[src/rtl/lcrs_pkg.sv]
// ----------------------------------------------------------------------------
// lcrs_pkg
// Types and constants for the link connect retry supervisor.
// ----------------------------------------------------------------------------
`default_nettype none

package lcrs_pkg;

	localparam int TIME_BITS = 32;
	localparam int CMP_W     = (TIME_BITS > 32) ? TIME_BITS : 32;

	localparam logic signed [7:0] RSSI_ABSENT = -8'sd100;
	localparam logic [7:0]        RETRY_MAX   = 8'd255;

	typedef enum logic [1:0] {
		MODE_TICK    = 2'd0,
		MODE_START   = 2'd1,
		MODE_RECONN  = 2'd2,
		MODE_RESET   = 2'd3
	} mode_t;

	typedef enum logic [1:0] {
		CFG_RECONNECT_INTERVAL = 2'd0,
		CFG_CONNECT_TIMEOUT    = 2'd1,
		CFG_MAX_RETRIES        = 2'd2
	} cfg_idx_t;

	typedef struct packed {
		logic [1:0]         mode;
		logic [31:0]        now_ms;
		logic               link_up;
		logic signed [7:0]  rssi_dbm;
	} in_item_t;

	typedef struct packed {
		logic [2:0]         state_code;
		logic [7:0]         retry_count;
		logic               start_connect;
		logic               radio_off;
		logic               is_connected;
		logic signed [7:0]  reported_rssi;
	} out_item_t;

	typedef struct packed {
		logic [31:0] reconnect_interval_ms;
		logic [31:0] connect_timeout_ms;
		logic [7:0]  max_retries;
	} cfg_t;

endpackage

`default_nettype wire

[src/rtl/lcrs_cfg.sv]
// ----------------------------------------------------------------------------
// lcrs_cfg
// Configuration register file, written through the config channel.
// ----------------------------------------------------------------------------
`default_nettype none

module lcrs_cfg
	import lcrs_pkg::*;
(
	input  wire logic        clk,
	input  wire logic        arst_n,
	input  wire logic        cfg_valid,
	output logic             cfg_ready,
	input  wire logic [1:0]  cfg_index,
	input  wire logic [31:0] cfg_data,
	output cfg_t             cfg
);

	cfg_t cfg_q;

	assign cfg_ready = 1'b1;
	assign cfg       = cfg_q;

	always_ff @(posedge clk or negedge arst_n) begin
		if (!arst_n) begin
			cfg_q.reconnect_interval_ms <= 32'd5000;
			cfg_q.connect_timeout_ms    <= 32'd10000;
			cfg_q.max_retries           <= 8'd5;
		end else if (cfg_valid) begin
			case (cfg_index)
				CFG_RECONNECT_INTERVAL: cfg_q.reconnect_interval_ms <= cfg_data;
				CFG_CONNECT_TIMEOUT:    cfg_q.connect_timeout_ms    <= cfg_data;
				CFG_MAX_RETRIES:        cfg_q.max_retries           <= cfg_data[7:0];
				default: ;
			endcase
		end
	end

endmodule

`default_nettype wire

[src/rtl/lcrs_in_stage.sv]
// ----------------------------------------------------------------------------
// lcrs_in_stage
// Input register; holds one event beat until the update stage takes it.
// ----------------------------------------------------------------------------
`default_nettype none

module lcrs_in_stage
	import lcrs_pkg::*;
(
	input  wire logic     clk,
	input  wire logic     arst_n,
	input  wire logic     in_valid,
	output logic          in_ready,
	input  wire in_item_t in_data,
	input  wire logic     take,
	output logic          valid_s1,
	output in_item_t      item_s1
);

	logic     vld_s1;
	in_item_t data_s1;

	assign in_ready = !vld_s1 || take;
	assign valid_s1 = vld_s1;
	assign item_s1  = data_s1;

	always_ff @(posedge clk or negedge arst_n) begin
		if (!arst_n) begin
			vld_s1 <= 1'b0;
		end else if (in_ready) begin
			vld_s1 <= in_valid;
		end
	end

	always_ff @(posedge clk) begin
		if (in_valid && in_ready) begin
			data_s1 <= in_data;
		end
	end

endmodule

`default_nettype wire

[src/rtl/lcrs_fsm.sv]
// ----------------------------------------------------------------------------
// lcrs_fsm
// Link state machine, retry counter, attempt timers and result register.
// ----------------------------------------------------------------------------
`default_nettype none

module lcrs_fsm
	import lcrs_pkg::*;
(
	input  wire logic     clk,
	input  wire logic     arst_n,
	input  wire cfg_t     cfg,
	input  wire logic     valid_s1,
	input  wire in_item_t item_s1,
	output logic          take,
	output logic          out_valid,
	input  wire logic     out_ready,
	output out_item_t     out_data
);

	typedef enum logic [2:0] {
		S_IDLE         = 3'd0,
		S_CONNECTING   = 3'd1,
		S_CONNECTED    = 3'd2,
		S_DISCONNECTED = 3'd3,
		S_FAILED       = 3'd4
	} state_t;

	typedef logic [TIME_BITS-1:0] time_t;

	state_t    state_q;
	logic [7:0] retries_q;
	time_t     last_q;
	time_t     start_q;
	logic      out_valid_q;
	out_item_t out_q;

	state_t     state_d;
	logic [7:0] retries_d;
	time_t      last_d;
	time_t      start_d;
	logic       start_pulse;
	logic       off_pulse;
	logic       conn;
	logic       advance;

	time_t now_t;
	time_t interval_t;
	time_t back_t;
	time_t el_start;
	time_t el_last;
	logic  timed_out;
	logic  too_soon;

	assign take    = !out_valid_q || out_ready;
	assign advance = valid_s1 && take;

	assign now_t      = TIME_BITS'(item_s1.now_ms);
	assign interval_t = TIME_BITS'(cfg.reconnect_interval_ms);
	assign back_t     = now_t - interval_t;
	assign el_start   = now_t - start_q;
	assign el_last    = now_t - last_q;
	assign timed_out  = CMP_W'(el_start) > CMP_W'(cfg.connect_timeout_ms);
	assign too_soon   = CMP_W'(el_last) < CMP_W'(cfg.reconnect_interval_ms);

	always_comb begin
		state_d     = state_q;
		retries_d   = retries_q;
		last_d      = last_q;
		start_d     = start_q;
		start_pulse = 1'b0;
		off_pulse   = 1'b0;
		case (mode_t'(item_s1.mode))
			MODE_START: begin
				state_d     = S_CONNECTING;
				retries_d   = '0;
				last_d      = now_t;
				start_d     = now_t;
				start_pulse = 1'b1;
			end
			MODE_RECONN: begin
				state_d   = S_DISCONNECTED;
				retries_d = '0;
				last_d    = back_t;
			end
			MODE_RESET: begin
				state_d   = S_IDLE;
				retries_d = '0;
				last_d    = now_t;
				off_pulse = 1'b1;
			end
			MODE_TICK: begin
				if (state_q == S_CONNECTING && item_s1.link_up) begin
					state_d   = S_CONNECTED;
					retries_d = '0;
				end else if (state_q == S_CONNECTED && !item_s1.link_up) begin
					state_d = S_DISCONNECTED;
					last_d  = back_t;
				end else if (state_q == S_CONNECTING) begin
					if (timed_out) begin
						state_d   = S_FAILED;
						retries_d = (retries_q == RETRY_MAX) ? retries_q : retries_q + 8'd1;
						last_d    = now_t;
					end
				end else if (state_q == S_FAILED || state_q == S_DISCONNECTED) begin
					if (!too_soon) begin
						if (retries_q >= cfg.max_retries) begin
							state_d   = S_FAILED;
							retries_d = '0;
							last_d    = now_t;
						end else begin
							state_d     = S_CONNECTING;
							last_d      = now_t;
							start_d     = now_t;
							start_pulse = 1'b1;
						end
					end
				end
			end
			default: ;
		endcase
		conn = (state_d == S_CONNECTED) && item_s1.link_up;
	end

	always_ff @(posedge clk or negedge arst_n) begin
		if (!arst_n) begin
			state_q     <= S_IDLE;
			retries_q   <= '0;
			last_q      <= '0;
			start_q     <= '0;
			out_valid_q <= 1'b0;
		end else begin
			if (take) begin
				out_valid_q <= valid_s1;
			end
			if (advance) begin
				state_q                   <= state_d;
				retries_q                 <= retries_d;
				last_q                    <= last_d;
				start_q                   <= start_d;
				out_q.state_code          <= state_d;
				out_q.retry_count         <= retries_d;
				out_q.start_connect       <= start_pulse;
				out_q.radio_off           <= off_pulse;
				out_q.is_connected        <= conn;
				out_q.reported_rssi       <= conn ? item_s1.rssi_dbm : RSSI_ABSENT;
			end
		end
	end

	assign out_valid = out_valid_q;
	assign out_data  = out_q;

endmodule

`default_nettype wire

[src/rtl/link_connect_retry_supervisor.sv]
// ----------------------------------------------------------------------------
// link_connect_retry_supervisor
// Radio link connect / retry supervisor, one result beat per event beat.
// ----------------------------------------------------------------------------
// Usage:
//   in_*   event beats (mode, now_ms, link_up, rssi_dbm), valid/ready.
//   out_*  result beats (state, retry count, start/off pulses, rssi), valid/ready.
//   cfg_*  register writes: index 0 reconnect interval, 1 connect timeout,
//          2 max retries; always ready, write only while the block is idle.
// Path: an accepted event lands in the input register, and its result is then
//   loaded into the result register as soon as that register is free.
// Throughput: one event per cycle unless the result stalls; the state update
//   is a single pass of subtract/compare logic from input to result register.
// Stall: while out_ready is low the result holds, one more event waits in
//   the input register, then in_ready drops.
// Reset: state idle, retries and attempt times zero, registers at defaults
//   (5000 ms interval, 10000 ms timeout, 5 retries); no results pending.
// ----------------------------------------------------------------------------
`default_nettype none

module link_connect_retry_supervisor
	import lcrs_pkg::*;
(
	input  wire logic        clk,
	input  wire logic        arst_n,
	input  wire logic        in_valid,
	output logic             in_ready,
	input  wire in_item_t    in_data,
	output logic             out_valid,
	input  wire logic        out_ready,
	output out_item_t        out_data,
	input  wire logic        cfg_valid,
	output logic             cfg_ready,
	input  wire logic [1:0]  cfg_index,
	input  wire logic [31:0] cfg_data
);

	cfg_t     cfg;
	logic     take;
	logic     valid_s1;
	in_item_t item_s1;

	lcrs_cfg u_cfg (
		.clk       (clk),
		.arst_n    (arst_n),
		.cfg_valid (cfg_valid),
		.cfg_ready (cfg_ready),
		.cfg_index (cfg_index),
		.cfg_data  (cfg_data),
		.cfg       (cfg)
	);

	lcrs_in_stage u_in (
		.clk      (clk),
		.arst_n   (arst_n),
		.in_valid (in_valid),
		.in_ready (in_ready),
		.in_data  (in_data),
		.take     (take),
		.valid_s1 (valid_s1),
		.item_s1  (item_s1)
	);

	lcrs_fsm u_fsm (
		.clk       (clk),
		.arst_n    (arst_n),
		.cfg       (cfg),
		.valid_s1  (valid_s1),
		.item_s1   (item_s1),
		.take      (take),
		.out_valid (out_valid),
		.out_ready (out_ready),
		.out_data  (out_data)
	);

endmodule

`default_nettype wire

[config.mk]
export PLATFORM = sky130hd
export DESIGN_NAME = link_connect_retry_supervisor
export DESIGN_NICKNAME = d
export VERILOG_FILES = /design/src/rtl/lcrs_pkg.sv /design/src/rtl/lcrs_cfg.sv /design/src/rtl/lcrs_in_stage.sv /design/src/rtl/lcrs_fsm.sv /design/src/rtl/link_connect_retry_supervisor.sv
export SDC_FILE = /design/constraint.sdc
export NUM_CORES = 1
export LEC_CHECK = 0
export ABC_AREA = 1
export ABC_CLOCK_PERIOD_IN_PS = 9750
export BUFFER_PORTS_ARGS = -buffer_cell sky130_fd_sc_hd__buf_4
export CAP_MARGIN = 20
export CORE_MARGIN = 2
export CORE_UTILIZATION = 32
export DETAILED_ROUTE_END_ITERATION = 6
export PLACE_DENSITY = 0.5
export SLEW_MARGIN = 20
export SYNTH_ARGS = -nofsm -noshare
export SYNTH_HDL_FRONTEND = slang
export SYNTH_HIERARCHICAL = 1
export SYNTH_SLANG_ARGS = --single-unit
[constraint.sdc]
create_clock -name clk -period 9.75 [get_ports clk]
set_clock_uncertainty 0.1 [all_clocks]
set_input_delay 0.4875 -clock clk [delete_from_list [all_inputs] [get_ports clk]]
set_output_delay 0.4875 -clock clk [all_outputs]
set_load 0.02 [all_outputs]
## After elaboration in Yosys (flattened, before gate mapping)

Index checks and enable logic that the tools add are counted.

- Input bits: 82
- Output and inout port bits: 25
- Word-level logic and storage cells: 107
- Register bits after elaboration: 214

- $lt $le $gt $ge: 3
- Reduce and logical (&&, ||, !) cells: 22
- Mux-type cells: 39
- Equality and inequality tests: 20
- Add/subtract/negate cells: 4

Operators with widths:

| operator | number |
|---|---|
| $mux 32 | 12 |
| $pmux 32 s3 | 1 |
| $sub 32x32->32 | 3 |
| $mux 8 | 8 |
| $pmux 32 s2 | 1 |
| $gt 32x32->1 | 1 |
| $lt 32x32->1 | 1 |
| $mux 3 | 7 |
| $pmux 8 s2 | 1 |
| $pmux 3 s4 | 1 |
| $ne 2x2->1 const B | 5 |
| $eq 3x2->1 const B | 3 |
| $add 8x1->8 const B | 1 |
| $eq 8x8->1 const B | 1 |
| $ge 8x8->1 | 1 |
| $reduce_and 2->1 | 4 |
| $reduce_and 8->1 | 1 |
| $mux 1 | 7 |
| $eq 2x2->1 const B | 3 |
| $logic_and 1x1->1 | 5 |
| $reduce_and 5->1 | 1 |
| $eq 2x1->1 const B | 2 |
| $logic_not 2->1 | 2 |
| $ne 4x1->1 const B | 1 |
| other kinds (11) | 15 |

## Logic depth before layout (Yosys ltp)

- Depth after elaboration: 10
- Depth in mapped cells: 29
- Gate-level depth less buffers: 29

## Modules after synthesis

The synthesis kept the hierarchy.

Modules (own cells, without submodules):

| module | seq. area each (µm²) | area an instance (µm²) | cells each | instances |
|---|---|---|---|---|
| lcrs_fsm | 2562.5 | 11456.0 | 1706 | 1 |
| lcrs_cfg | 1816.7 | 2950.3 | 321 | 1 |
| lcrs_in_stage | 1316.3 | 1336.3 | 49 | 1 |

## Least setup slack after synthesis

OpenSTA, ideal clock, no wires.

- Path kind: reg2reg
- Start: register u_in.data_s1 (netlist bit u_in/item_s1[9])
- End: register u_fsm.out_q (netlist bit u_fsm/out_data[2]) (data pin)
- Data arrival time: 3.604 ns
- Path slack: 5.781 ns
- Clock period less this slack: 3.969 ns
- Setup time: 0.265 ns
- Cell stages (with the launch flop): 28
- Path through: edfxtp_1 inv_1 ha_1 inv_1 fa_1 nand3_1 nand2_1 a21boi_1 o21ai_0 a21oi_1 o21ai_1 nand2_1 nand2_1 xor2_1 ha_1 nand2_1 inv_1 nand3_1 nor3_1 nand2_1 nand2_1 nand2_1 nand2_1 nand3_2 nand3_1 nand2_1 nand2_1 nand3b_1

- Cells in the longest elaborated chain, start to end: 10
- Elaborated cells between the ends (all ways): 13
- Classes of those cells: 2 x add/sub; 2 x order compare; 1 x eq/ne; 7 x mux; 1 x reduce/logical

Ends and longest elaborated chain:

| item | RTL line | text |
|---|---|---|
| from (decl) | lcrs_in_stage.sv:21 | `in_item_t data_s1;` |
| from (signal assigned) | lcrs_in_stage.sv:37 | `data_s1 <= in_data;` |
| $sub 32x32->32 | lcrs_fsm.sv:62 | `assign el_last = now_t - last_q;` |
| $lt 32x32->1 | lcrs_fsm.sv:64 | `assign too_soon = CMP_W'(el_last) < CMP_W'(cfg.reconnect_interval_ms);` |
| $mux 3 | lcrs_fsm.sv:106 | `if (!too_soon) begin` |
| $mux 3 | lcrs_fsm.sv:105 | `end else if (state_q == S_FAILED \|\| state_q == S_DISCONNECTED) begin` |
| $mux 3 * | lcrs_fsm.sv:99 | `end else if (state_q == S_CONNECTING) begin` |
| $mux 3 * | lcrs_fsm.sv:96 | `end else if (state_q == S_CONNECTED && !item_s1.link_up) begin` |
| $mux 3 * | lcrs_fsm.sv:93 | `if (state_q == S_CONNECTING && item_s1.link_up) begin` |
| $pmux 3 s4 * | lcrs_fsm.sv:73 | `case (mode_t'(item_s1.mode))` |
| $eq 3x2->1 * | lcrs_fsm.sv:122 | `conn = (state_d == S_CONNECTED) && item_s1.link_up;` |
| $logic_and 1x1->1 * | lcrs_fsm.sv:122 |  |
| to (decl) | lcrs_fsm.sv:36 | `out_item_t out_q;` |

Mark *: on every way between the ends. The rest lies on a longest branch, timed or not.
A chain may end at the register's enable or synchronous reset.

## Worst setup path after layout

- Start: register u_in.data_s1 (netlist bit u_in/item_s1[11])
- End: register u_fsm.last_q[25]

- Cells in the longest elaborated chain, start to end: 4
- Elaborated cells between the ends (all ways): 11
- Classes of those cells: 3 x add/sub; 2 x order compare; 2 x eq/ne; 3 x mux; 1 x reduce/logical

Ends and longest elaborated chain:

| item | RTL line | text |
|---|---|---|
| $sub 32x32->32 (on tied branches) | lcrs_fsm.sv:61, lcrs_fsm.sv:60, lcrs_fsm.sv:62 |  |
| $gt 32x32->1, or another cell as far along | lcrs_fsm.sv:63 | `assign timed_out = CMP_W'(el_start) > CMP_W'(cfg.connect_timeout_ms);` |
| $ne 4x2->1 (no source line), or another cell as far along | -- |  |
| $reduce_and 5->1 (no source line) or $pmux 32 s3 (tied branches) | -- |  |
| to (signal assigned) | lcrs_fsm.sv:139 | `last_q <= last_d;` |
| to (decl) | lcrs_fsm.sv:33 | `time_t last_q;` |

Several ways; a longest one is shown, not always the timed one. The select of a mux whose other input is x is not followed.

==> impl_metrics.json <==
{
  "status": "finished clean",
  "relSlewSlack_pct": 40.9,
  "powerDensity_nw_per_um2": 278,
  "synthTopCellsByArea": "dfrtp_1, ha_1, nand2_1",
  "timing.rr.start": "u_in/item_s1[11]$_DFFE_PP_",
  "rsz0062_at_grt": "false",
  "vias_per_cell": 4.93,
  "async_reset_ff_share_pct": 69.6,
  "seq_power_share_pct": 24.4,
  "die_w_um": 226,
  "fin_crit_sh_pct": 62.0,
  "htree_levels": 1,
  "hold_path_depth": 1,
  "grt_max_degree": 76,
  "die_h_um": 226,
  "critPathRequiredTime_ns": 10.11,
  "power_frac_comb_pct": 55.4,
  "num_vias": 14200,
  "final_layout_size_suffix_gt1_share_pct": 8.94,
  "period_needed_ns": 6.04,
  "dpl_worst_slack_ns": 3.82,
  "hold_start": "in_data[16]",
  "drt_iter0_drc": 1074,
  "finalWorstSetupSlack_ns": 3.71,
  "clk_pin_slew_worst_paths_ns": 0.06,
  "place.gp.congestion": 0.896,
  "ctsResizeCount": 0,
  "max_clock_freq_mhz": 165,
  "hpwlAfterDp_mm": 39.6,
  "syn_nets": 2326,
  "grt-ovfl-total": 0,
  "synthFlopType": "dfrtp_1",
  "routed_wl_mm": 50.4,
  "r2r_end": "u_fsm/last_q[25]$_DFFE_PN0P_",
  "finalInstanceArea_um2": 18400,
  "netlist_top_cells_count": "nand2_1, inv_1, a21oi_1",
  "hold_end": "u_in/item_s1[16]$_DFFE_PP_",
  "track_usage_pct": 20.0,
  "worst_pin_slew_ns": 0.885,
  "tns_ns": 0,
  "path_common_cell": "nand2_1",
  "hold_viol": 0,
  "grt_pass1_vias": 13900,
  "yosysMostFrequentCell": "nand2_1",
  "rows": 81,
  "setup_viol": 0,
  "cts_buffer_depth": 3,
  "placed_cell_area_um2": 17200,
  "synth_seq_cells": 214,
  "yosysTopAreaCellShare_pct": 21.8,
  "worst-path-buf-inv": 1,
  "syn_inst": 2076,
  "avgSynthCellArea_um2": 7.58,
  "cts_tree": "built",
  "cts_hold_buf": 27,
  "clock_sinks": 214,
  "core_region_area_um2": 48700,
  "cp_cell_sequence": "ha_1 > a21oi_1 > nand2_1 > a21oi_1 > o21bai_1 > nand3_1 > nand3_1 > a21o_1 > and2_1 > o21bai_1 > nand2_1 > ha_1 > nand2_1 > nor2_1 > nand2_1 > nor2_1 > nand2_1 > nand2_1 > nand2_1 > nand3_1 > nand3_1 > inv_2 > o21ai_0 > o22ai_1",
  "end_kind": "flop",
  "antenna_left": 0,
  "cp.arrival_ns": 6.40,
  "wl_per_cell_um": 17.5,
  "cp_top_family": "simple AND/OR/NAND/NOR gates",
  "antenna_found_initial": 2,
  "maxCapViolations": 0,
  "synth_cell_types": 47,
  "synth-edff-count": 65,
  "start_util_pct": 32.3,
  "finalHoldWorstSlack_ns": 0.0337,
  "cp_slowest_cell": "inv_2",
  "power.switching_mw": 2.30,
  "yosysSeqAreaShare_pct": 36.2,
  "p_leak_nw": 8.98,
  "slew_violations": 0,
  "grt_pass1_wl_mm": 78.9,
  "p_int_mw": 2.80,
  "numPortBuffers": 105,
  "critPathMaxFanout": 53,
  "synth_warnings": 6,
  "layout.nets": 2445,
  "antenna_cells": 0,
  "drt_first_pass_iters": 5,
  "die-area_um2": 51000,
  "max_stage_delay_ns": 0.84,
  "drc_errors": 0,
  "yosysTopAreaCell": "dfrtp_1",
  "postCtsSetupBuffers": 0,
  "regToRegSetupSlack_ns": 3.71,
  "p_sw_share_pct": 45.2,
  "root_buffer": "clkbuf_16",
  "hold_class": "input port to flop",
  "ios": 107,
  "syn_area_um2": 15700,
  "crit_type": "flop to flop",
  "cts_inserted_buffers": 26,
  "area_delta_synth_final_pct": 16.6,
  "reg2reg_depth": 24,
  "clock_latency_ns": 0.56,
  "clock_power_share_pct": 20.1,
  "peakVddDrop_mv": 0.134,
  "start_kind": "flop"
}
worst register-to-register path, cell delays in order (launching register included):
cell      delay [ns]
edfxtp_1        0.47
ha_1            0.40
a21oi_1         0.17
nand2_1         0.11
a21oi_1         0.35
o21bai_1        0.22
nand3_1         0.13
nand3_1         0.15
a21o_1          0.22
and2_1          0.15
o21bai_1        0.12
nand2_1         0.07
ha_1            0.29
nand2_1         0.07
nor2_1          0.14
nand2_1         0.12
nor2_1          0.29
nand2_1         0.09
nand2_1         0.14
nand2_1         0.17
nand3_1         0.27
nand3_1         0.49
inv_2           0.84
o21ai_0         0.22
o22ai_1         0.16
power by group through the flow:
| stage | Clock (mW) | Combinational (mW) | Sequential [mW] |
|---|---|---|---|
| 3_5_place_dp | 0 | 2.81 | 1.26 |
| 5_1_grt | 1.09 | 3.25 | 1.27 |
| 3_3_place_gp | 0 | 2.78 | 1.26 |
| 2_1_floorplan | 0 | 2.08 | 1.23 |
| 6_report | 1.03 | 2.83 | 1.25 |
| 4_1_cts | 1.06 | 2.83 | 1.25 |
cell usage in the layout (no fill, tap or decap), types with 13 or more instances in the layout:
cell and instances:
nor3_1 23, a21oi_1 185, o21bai_1 13, buf_4 110
inv_1 285, o21ai_1 35, ha_1 165, clkbuf_16 27
nor2_1 124, dfrtp_1 137, dlygate4sd3_1 27, nand4_1 62
xnor2_1 25, nand3_1 116, o21ai_0 103, edfxtp_1 65
xor2_1 44, nand2_1 531
logic make-up after synthesis:
logic type / after synthesis / synth area share (%)
simple gates: 892 / 24.2
fa+ha+maj: 168 / 13.5
compound gates: 392 / 13.7
other cells: 1 / 0.0238
xor+xnor: 69 / 3.84
buf+inv: 340 / 8.54
flops: 214 / 36.2
metrics by stage:
stage | instances | util [%] | total power [mW]
floorplan | 2076 | - | 3.31
global placement | 2804 | 35.3 | 4.04
detailed placement | 2804 | 35.3 | 4.07
CTS | 2878 | 37.6 | 5.14
global route | 2878 | 37.7 | 5.61
finish | 2878 | 37.7 | 5.10
flip-flops by register name (all words and copies together) (netlist names):
signal	cells
u_cfg/cfg	72
u_fsm/last_q	32
u_fsm/out_data	22
u_fsm/out_valid	1
u_fsm/retries_q	8
u_fsm/start_q	32
u_fsm/state_q	3
u_in/item_s1	43
u_in/valid_s1	1
worst max-delay path by stage:
| stage | startpoint | to | slack (ns) | cells after the start |
|---|---|---|---|---|
| 2_1_floorplan | u_in/item_s1[9]$_DFFE_PP_ | u_fsm/out_data[2]$_SDFFCE_PN1P_ | 5.78 | 27 |
| 3_3_place_gp | u_in/item_s1[11]$_DFFE_PP_ | u_fsm/last_q[24]$_DFFE_PN0P_ | 3.92 | 24 |
| 3_5_place_dp | u_in/item_s1[11]$_DFFE_PP_ | u_fsm/last_q[24]$_DFFE_PN0P_ | 3.82 | 24 |
| 4_1_cts | u_in/item_s1[11]$_DFFE_PP_ | u_fsm/last_q[24]$_DFFE_PN0P_ | 3.81 | 24 |
| 5_1_grt | u_in/item_s1[11]$_DFFE_PP_ | u_fsm/last_q[25]$_DFFE_PN0P_ | 3.18 | 24 |
| 6_report | u_in/item_s1[11]$_DFFE_PP_ | u_fsm/last_q[25]$_DFFE_PN0P_ | 3.71 | 24 |
final cells by class:
type | instances | area (um2)
Clock buffer | 41 | 778
Clock inverter | 6 | 111
Fill cell | 5150 | 30400
Inverter | 293 | 1100
Multi-Input combinational cell | 1522 | 8730
Sequential cell | 214 | 5700
Tap cell | 664 | 831
Timing Repair Buffer | 138 | 1110
metal layers:
| layer | wire length [um] | track usage (%) | part of all wire (%) | vias up |
|---|---|---|---|---|
| li1 | - | - | - | 7148 |
| met1 | 22500 | 26.1 | 45 | 6569 |
| met2 | 24200 | 35.0 | 48 | 405 |
| met3 | 2350 | 1.98 | 4.7 | 62 |
| met4 | 1470 | 5.79 | 2.9 | 0 |
| met5 | 0 | 0 | 0 | - |
(Power assumes the default switching activity.)
